File: src/rtl/core/ffr_pkg.sv
// ffr_pkg: types and constants shared by the fixed frame receiver modules
// no dependencies

`default_nettype none

package ffr_pkg;

    // frame layout
    localparam int FRAME_LENGTH = 14;
    localparam int POS_W = 4;
    localparam logic [POS_W-1:0] POS_IDLE       = 4'd0;
    localparam logic [POS_W-1:0] POS_ADDRESS    = 4'd1;
    localparam logic [POS_W-1:0] POS_LENGTH     = 4'd2;
    localparam logic [POS_W-1:0] POS_WORD0      = 4'd3;
    localparam logic [POS_W-1:0] POS_WORD0_LAST = 4'd6;
    localparam logic [POS_W-1:0] POS_WORD1      = 4'd7;
    localparam logic [POS_W-1:0] POS_WORD1_LAST = 4'd10;
    localparam logic [POS_W-1:0] POS_COMMAND    = 4'd11;
    localparam logic [POS_W-1:0] POS_FLAGS      = 4'd12;
    localparam logic [POS_W-1:0] POS_CHECKSUM   = POS_W'(FRAME_LENGTH - 1);

    // configuration register indexes
    localparam int CFG_INDEX_W = 2;
    localparam logic [CFG_INDEX_W-1:0] REG_HEAD_BYTE  = 2'd0;
    localparam logic [CFG_INDEX_W-1:0] REG_OWN_ADDR   = 2'd1;
    localparam logic [CFG_INDEX_W-1:0] REG_PAYLOAD_LEN = 2'd2;

    localparam logic [7:0] RESET_HEAD_BYTE   = 8'd165;
    localparam logic [7:0] RESET_OWN_ADDR    = 8'd1;
    localparam logic [7:0] RESET_PAYLOAD_LEN = 8'd10;

    localparam int M_TDATA_W = 88;

    typedef enum logic [1:0] {
        FRAME_OK       = 2'd0,
        FRAME_BAD_ADDR = 2'd1,
        FRAME_BAD_LEN  = 2'd2,
        FRAME_BAD_SUM  = 2'd3
    } ffr_status_t;

    typedef struct packed {
        logic [7:0] head_byte;
        logic [7:0] own_address;
        logic [7:0] payload_length;
    } ffr_cfg_t;

    typedef struct packed {
        logic        valid;
        ffr_status_t status;
        logic [31:0] track_error_bits;
        logic [31:0] target_speed_bits;
        logic [7:0]  state_command;
        logic [7:0]  flag_byte;
    } ffr_result_t;

endpackage

`default_nettype wire

File: src/rtl/core/ffr_collect.sv
// ffr_collect: byte position tracking, field capture and checksum of one frame
// depends on ffr_pkg

`default_nettype none

module ffr_collect
    import ffr_pkg::*;
(
    input  wire logic        aclk,
    input  wire logic        aresetn,
    input  wire logic        byte_fire,
    input  wire logic [7:0]  rx_byte,
    input  wire ffr_cfg_t    cfg,
    output ffr_result_t      res
);

    logic [POS_W-1:0] pos_reg, pos_next;
    logic [7:0]       sum_reg, sum_next;
    logic             addr_ok_reg;
    logic             len_ok_reg;
    logic [31:0]      word0_reg;
    logic [31:0]      word1_reg;
    logic [7:0]       command_reg;
    logic [7:0]       flags_reg;
    logic [POS_W-1:0] lane_off;
    logic [1:0]       lane;
    logic             at_end;

    assign at_end = (pos_reg >= POS_CHECKSUM);

    always_comb begin
        lane_off = (pos_reg <= POS_WORD0_LAST) ? (pos_reg - POS_WORD0) : (pos_reg - POS_WORD1);
    end
    assign lane = lane_off[1:0];

    always_comb begin
        res          = '0;
        res.status   = FRAME_OK;
        pos_next     = pos_reg;
        sum_next     = sum_reg;
        if (pos_reg == POS_IDLE) begin
            if (rx_byte == cfg.head_byte) begin
                pos_next = POS_ADDRESS;
                sum_next = rx_byte;
            end
        end else if (at_end) begin
            res.valid = 1'b1;
            if (!addr_ok_reg) begin
                res.status = FRAME_BAD_ADDR;
            end else if (!len_ok_reg) begin
                res.status = FRAME_BAD_LEN;
            end else if (sum_reg != rx_byte) begin
                res.status = FRAME_BAD_SUM;
            end else begin
                res.status            = FRAME_OK;
                res.track_error_bits  = word0_reg;
                res.target_speed_bits = word1_reg;
                res.state_command     = command_reg;
                res.flag_byte         = flags_reg;
            end
            pos_next = POS_IDLE;
            sum_next = 8'd0;
        end else begin
            pos_next = pos_reg + 4'd1;
            sum_next = sum_reg + rx_byte;
        end
    end

    always_ff @(posedge aclk) begin
        if (!aresetn) begin
            pos_reg <= POS_IDLE;
            sum_reg <= 8'd0;
        end else if (byte_fire) begin
            pos_reg <= pos_next;
            sum_reg <= sum_next;
        end
    end

    // captured fields, written before every use within a frame
    always_ff @(posedge aclk) begin
        if (byte_fire && !at_end) begin
            if (pos_reg == POS_ADDRESS) begin
                addr_ok_reg <= (rx_byte == cfg.own_address);
            end
            if (pos_reg == POS_LENGTH) begin
                len_ok_reg <= (rx_byte == cfg.payload_length);
            end
            if (pos_reg >= POS_WORD0 && pos_reg <= POS_WORD0_LAST) begin
                word0_reg[lane*8 +: 8] <= rx_byte;
            end
            if (pos_reg >= POS_WORD1 && pos_reg <= POS_WORD1_LAST) begin
                word1_reg[lane*8 +: 8] <= rx_byte;
            end
            if (pos_reg == POS_COMMAND) begin
                command_reg <= rx_byte;
            end
            if (pos_reg == POS_FLAGS) begin
                flags_reg <= rx_byte;
            end
        end
    end

`ifndef ASSERT_OFF
    a_end_returns_idle: assert property (@(posedge aclk) disable iff (!aresetn)
        (byte_fire && res.valid) |=> (pos_reg == POS_IDLE && sum_reg == 8'd0))
        else $error("position not cleared after frame end");

    a_pos_in_range: assert property (@(posedge aclk) disable iff (!aresetn)
        pos_reg <= POS_CHECKSUM)
        else $error("byte position beyond frame end");

    a_bad_fields_zero: assert property (@(posedge aclk) disable iff (!aresetn)
        (res.valid && res.status != FRAME_OK) |->
        (res.track_error_bits == 32'd0 && res.target_speed_bits == 32'd0 &&
         res.state_command == 8'd0 && res.flag_byte == 8'd0))
        else $error("fields not zero on failed frame");

    a_idle_skips: assert property (@(posedge aclk) disable iff (!aresetn)
        (byte_fire && pos_reg == POS_IDLE && rx_byte != cfg.head_byte) |=>
        (pos_reg == POS_IDLE))
        else $error("left idle on a non-head byte");
`endif

endmodule

`default_nettype wire

File: src/rtl/core/fixed_frame_receiver.sv
// fixed_frame_receiver: top level, stream ports, configuration registers, result register
// depends on ffr_pkg and ffr_collect
//
// channel  | dir | handshake           | payload
// s_       | in  | s_tvalid / s_tready | s_tdata: rx_byte
// m_       | out | m_tvalid / m_tready | m_tdata: status, two words, command, flags
// cfg_     | in  | cfg_valid/cfg_ready | cfg_index, cfg_data
//
// one byte per cycle while s_tready is high; the frame state updates in the cycle
// a byte is accepted, and the result of a checksum byte shows on m_ in the next cycle
// s_tready drops only while a result sits in the output register and m_tready is low
// aresetn clears frame position, checksum, output valid; resets configuration registers
// cfg_ready is always high

`default_nettype none

module fixed_frame_receiver
    import ffr_pkg::*;
(
    input  wire logic                   aclk,
    input  wire logic                   aresetn,
    input  wire logic                   s_tvalid,
    output logic                        s_tready,
    input  wire logic [7:0]             s_tdata,   // [7:0] rx_byte
    output logic                        m_tvalid,
    input  wire logic                   m_tready,
    output logic [M_TDATA_W-1:0]        m_tdata,   // [1:0] frame_status, [33:2]
                                                   // track_error_bits, [65:34]
                                                   // target_speed_bits, [73:66]
                                                   // state_command, [81:74] flag_byte
    input  wire logic                   cfg_valid,
    output logic                        cfg_ready,
    input  wire logic [CFG_INDEX_W-1:0] cfg_index,
    input  wire logic [7:0]             cfg_data
);

    ffr_cfg_t    cfg_reg;
    ffr_result_t res;
    ffr_result_t out_reg;
    logic        m_valid_reg;
    logic        s_fire;

    assign cfg_ready = 1'b1;
    assign s_tready  = !m_valid_reg || m_tready;
    assign s_fire    = s_tvalid && s_tready;

    always_ff @(posedge aclk) begin
        if (!aresetn) begin
            cfg_reg.head_byte      <= RESET_HEAD_BYTE;
            cfg_reg.own_address    <= RESET_OWN_ADDR;
            cfg_reg.payload_length <= RESET_PAYLOAD_LEN;
        end else if (cfg_valid) begin
            case (cfg_index)
                REG_HEAD_BYTE:   cfg_reg.head_byte      <= cfg_data;
                REG_OWN_ADDR:    cfg_reg.own_address    <= cfg_data;
                REG_PAYLOAD_LEN: cfg_reg.payload_length <= cfg_data;
                default: ;
            endcase
        end
    end

    ffr_collect u_collect (
        .aclk      (aclk),
        .aresetn   (aresetn),
        .byte_fire (s_fire),
        .rx_byte   (s_tdata),
        .cfg       (cfg_reg),
        .res       (res)
    );

    always_ff @(posedge aclk) begin
        if (!aresetn) begin
            m_valid_reg <= 1'b0;
        end else if (s_fire) begin
            m_valid_reg <= res.valid;
        end else if (m_tready) begin
            m_valid_reg <= 1'b0;
        end
    end

    always_ff @(posedge aclk) begin
        if (s_fire && res.valid) begin
            out_reg <= res;
        end
    end

    assign m_tvalid = m_valid_reg;
    assign m_tdata  = {6'd0, out_reg.flag_byte, out_reg.state_command,
                       out_reg.target_speed_bits, out_reg.track_error_bits,
                       out_reg.status};

`ifndef ASSERT_OFF
    a_no_overwrite: assert property (@(posedge aclk) disable iff (!aresetn)
        (m_valid_reg && !m_tready) |=> (m_valid_reg && $stable(out_reg)))
        else $error("pending result lost");

    a_ready_when_empty: assert property (@(posedge aclk) disable iff (!aresetn)
        !m_valid_reg |-> s_tready)
        else $error("input stalled with empty output register");

    a_result_from_fire: assert property (@(posedge aclk) disable iff (!aresetn)
        ($rose(m_valid_reg)) |-> $past(s_fire))
        else $error("result appeared without an accepted byte");
`endif

endmodule

`default_nettype wire
File: config.mk
export PLATFORM = sky130hd
export DESIGN_NAME = fixed_frame_receiver
export DESIGN_NICKNAME = d
export VERILOG_FILES = /design/src/rtl/core/ffr_pkg.sv /design/src/rtl/core/ffr_collect.sv /design/src/rtl/core/fixed_frame_receiver.sv
export SDC_FILE = /design/constraint.sdc
export NUM_CORES = 1
export LEC_CHECK = 0
export CORE_ASPECT_RATIO = 1.2
export CORE_MARGIN = 3
export CORE_UTILIZATION = 39
export DETAILED_ROUTE_END_ITERATION = 6
export DONT_BUFFER_PORTS = 1
export PLACE_DENSITY = 0.52
export SYNTH_ARGS = -nofsm -noshare
export SYNTH_HDL_FRONTEND = slang
export SYNTH_SLANG_ARGS = --single-unit
File: constraint.sdc
create_clock -name aclk -period 7.3 [get_ports aclk]
set_input_delay 1.46 -clock aclk [delete_from_list [all_inputs] [get_ports aclk]]
set_output_delay 1.46 -clock aclk [all_outputs]
set_load 0.01 [all_outputs]
==> out/qor.txt <==
RUN STATUS
-----------------------------------------------------------------------------------------------------
Run status                                                                               finished clean

DRT
-----------------------------------------------------------------------------------------------------
Average routed wire per standard cell                                                         18.9 um
Vias per cell                                                                                    5.02
Number of remaining DRC errors                                                                      0
DRC marker count from the first detailed-route iteration                                          230
Vias after detailed routing                                                                     4,292
Residual antenna-violating net count after detailed routing                                         0
Aggregate routed wire length                                                                16,100 um
First-pass iteration count of the detailed router                                                   5

TIMING
-----------------------------------------------------------------------------------------------------
Actual slew at the worst max-slew pin                                                         1.12 ns
Clk_skew                                                                                    0.0135 ns
Hold Fails Final Rpt                                                                                0
Finish-stage setup viols                                                                            0
Setup_tns                                                                                        0 ns
Final Max Slew Viols                                                                                0
Slack of the critical path                                                                    4.03 ns
Slew HR                                                                                         24.9%
Achievable clock frequency                                                                  0.306 GHz
Setup repair after global routing missed its margin                                             false
Final period utilization                                                                        44.8%
Time the final worst path needs with I/O delays and setup                                     3.27 ns

FINISH
-----------------------------------------------------------------------------------------------------
Final non-filler cell area                                                               0.00894 mm^2
Fraction of final layout cells sized beyond drive strength 1                                    7.46%
Number of flip-flops in the largest register                                                       82
Layout area overhead                                                                            10.1%
Final core area utilization                                                                     44.0%
Count of fill cells added during filler insertion                                               1,864
Nets                                                                                              611
Number of antenna diodes                                                                            0

SYNTHESIS
-----------------------------------------------------------------------------------------------------
Number of flops mapped to enable cells by yosys                                                   164
Portion of netlist area occupied by mux cells                                                   3.21%
Number of synthesized register bits                                                               201
Main combinational cell family by area after synthesis                                   simple AND/OR/NAND/NOR gates
Fraction of synthesized cell area in xor and xnor cells                                         2.91%
Post-synthesis share of cell area spent on full adders, half adders and majority gates          2.10%
Cells after synthesis                                                                             576
Fraction of registers with async set or reset after synthesis                                      0%
Average size of a mapped cell                                                               14.1 um^2
Warnings from Yosys                                                                                 0
Synth Area in Compound Gates                                                                    4.05%
Post-synthesis sequential area ratio                                                            69.8%
Count of different cell masters after synthesis                                                    50
Post-synthesis cell area                                                                 0.00812 mm^2
Top flip-flop cell by instance count after synthesis                                         edfxtp_1
Simple-gate area share of the yosys netlist                                                     15.1%

WORST HOLD PATH
-----------------------------------------------------------------------------------------------------
Worst Hold End                                                                           u_collect.sum_reg[4]$_SDFFE_PN0P_
Launch instance of the worst min-delay path                                              u_collect.sum_reg[4]$_SDFFE_PN0P_
Worst min-delay path category                                                            flop to flop
Hold Path Stages                                                                                    2

CRITICAL PATH
-----------------------------------------------------------------------------------------------------
Crit Path Category                                                                       input port to flop
Reg-to-reg endpoint                                                                      m_tdata[56]$_SDFFCE_PP0P_
Reg2Reg Setup Slack                                                                           4.30 ns
Worst path required time                                                                      7.42 ns
Peak fanout along the critical path                                                                57
Crit path buffers/inverters                                                                         2
Cell-by-cell listing of the critical path                                                nand2b_1 -> and2_1 -> nand2_1 -> clkinv_2 -> buf_4
Depth of the worst register-to-register path                                                        7
Startpoint kind of the worst setup timing path                                             input port
Worst-path cell with the longest stage delay                                                    buf_4
Kind of cell adding the most delay to the critical path                                  buffers and inverters
Endpoint class of the critical path                                                              flop
Data arrival time of the critical path                                                        3.40 ns
R2R Path Start                                                                           u_collect.pos_reg[0]$_SDFFE_PN0P_
Highest cell delay on the worst timing path                                                   0.64 ns

GRT
-----------------------------------------------------------------------------------------------------
Pin count of the biggest net entering global routing                                               81
Vias in the first global route                                                                  4,352
Antenna violations before repair                                                                    0
Total Routing Usage GR                                                                          14.4%
Wire length of the first global-routing pass                                                25,000 um
Overflow left after global routing                                                                  0

PLACE
-----------------------------------------------------------------------------------------------------
Port-buffer cells                                                                                   0
Post-placement worst setup slack                                                              3.27 ns
Placed cell areas                                                                        0.00830 mm^2
Post-detailed-placement half-perimeter wirelength                                           10,800 um
Routability-driven placement congestion ratio                                                   0.781

FLOORPLAN
-----------------------------------------------------------------------------------------------------
IO Count                                                                                          114
Y dimension of the die                                                                         164 um
Cell row count                                                                                     57
Area of the die                                                                           0.0226 mm^2
Starting density of the core                                                                    39.9%
Area of the placeable core                                                                0.0203 mm^2
Die outline width                                                                              138 um

CLOCK NETWORK
-----------------------------------------------------------------------------------------------------
Clock slew seen by the registers of the worst setup and hold paths                            0.06 ns
Post-CTS Repair Setup Buffers                                                                       0
Clock tree root buffer cell                                                                 clkbuf_16
Insertion delay to the later sink of the worst-skew pair                                      0.50 ns
Count of instances resized after the clock tree is built                                            0
Hold-fix buffer count after cts                                                                     0
CTS tree                                                                                          yes
Clock sinks                                                                                       201
H-tree depth reported by CTS                                                                        1
Number of CTS-inserted buffers                                                                     21
Number of buffers between clock root and the deepest sink                                           3

POWER
-----------------------------------------------------------------------------------------------------
LEAKAGE                                                                                       3.40 nW
Power per cell area                                                                       251 mW/mm^2
Peak supply drop                                                                               156 uV
Total power of the final layout                                                               2.24 mW

RUN
-----------------------------------------------------------------------------------------------------
Max_cap viols                                                                                       0

## kinds of logic (layout without fill, tap and decap cells)
logic type,Yosys count,count (layout)
muxes,26,26
DFF,201,201
adders and majority gates,13,13
AOI/OAI and AO/OA,48,48
xor gates and xnor gates,27,27
buffers and inverters,40,49
other,2,7
and+or+nand+nor,219,219
## stage by stage
stage | std cells | hold WS, ns
after floorplan | 581 | 0.438
after global routing | 855 | 0.479
after CTS | 854 | 0.472
after global placement | 816 | 0.451
after detailed placement | 816 | 0.464
final | 855 | 0.471
## how the worst max path moves through the flow
stage          slack [ns]  depth (start not counted)                   endpoint       start
3_3_place_gp         3.40                          5  m_tdata[57]$_SDFFCE_PP0P_  s_tdata[5]
4_1_cts              3.79                          5  m_tdata[57]$_SDFFCE_PP0P_  s_tdata[5]
3_5_place_dp         3.27                          5  m_tdata[57]$_SDFFCE_PP0P_  s_tdata[5]
6_report             4.03                          5  m_tdata[56]$_SDFFCE_PP0P_    m_tready
5_1_grt              3.84                          5  m_tdata[63]$_SDFFCE_PP0P_    m_tready
2_1_floorplan        3.05                          5   m_tdata[0]$_SDFFCE_PP0P_    m_tready
## cell type report
class                   count  area, um^2  area share, %
flip-flops and latches    201        5670           63.4
multi-input cells         340        2250           25.2
clock buffers              27         548           6.13
well taps                 265         332           3.71
clock inverters            11        65.1          0.728
repair buffers              6        57.6          0.644
inverters                   5        20.0          0.224
## placed cells by master (no fill, tap or decap), types with 6 or more instances in the layout
cell / netlist / routed
edfxtp_1: 164 / 164
and2_1: 98 / 98
nor2_1: 53 / 53
dfxtp_1: 37 / 37
xnor2_1: 26 / 26
mux2i_1: 26 / 26
clkbuf_16: 0 / 21
nand2_1: 17 / 17
a21oi_1: 16 / 16
nand2b_1: 12 / 12
ha_1: 12 / 12
nand4_1: 8 / 8
nor3_1: 7 / 7
conb_1: 2 / 7
a211oi_1: 6 / 6
clkbuf_1: 5 / 6
## report_power, final
part	internal, mW	switching, mW
sequential	1.23	0.00359
combinational	0.0215	0.0278
clock	0.536	0.425
total	1.79	0.457
## tightest hold or removal path: stages (launching register included)
cell	delay (ns)
dfxtp_1	0.31
nand2_1	0.05
mux2i_1	0.05
## Yosys cell counts (all sizes together) (8+ instances only)
| library cell | n | share of area, % |
|---|---|---|
| a21oi | 17 | 1.1 |
| and2 | 98 | 7.6 |
| buf | 22 | 1.8 |
| clkbuf | 13 | 0.72 |
| dfxtp | 37 | 9.1 |
| edfxtp | 164 | 61 |
| ha | 12 | 1.8 |
| mux2i | 26 | 3.2 |
| nand2 | 17 | 0.79 |
| nand2b | 12 | 0.92 |
| nand4 | 8 | 0.62 |
| nor2 | 55 | 2.7 |
| xnor2 | 26 | 2.8 |
## routing by layer
layer	global-route usage [%]	part of all wire (%)	up-vias	wire (um)
li1	-	-	2042	-
met1	18.7	42	2080	6820
met2	24.4	51	149	8240
met3	3.00	5.1	21	831
met4	3.95	1.5	0	250
met5	0	0	-	0
Power figures use the tool's default switching activity.
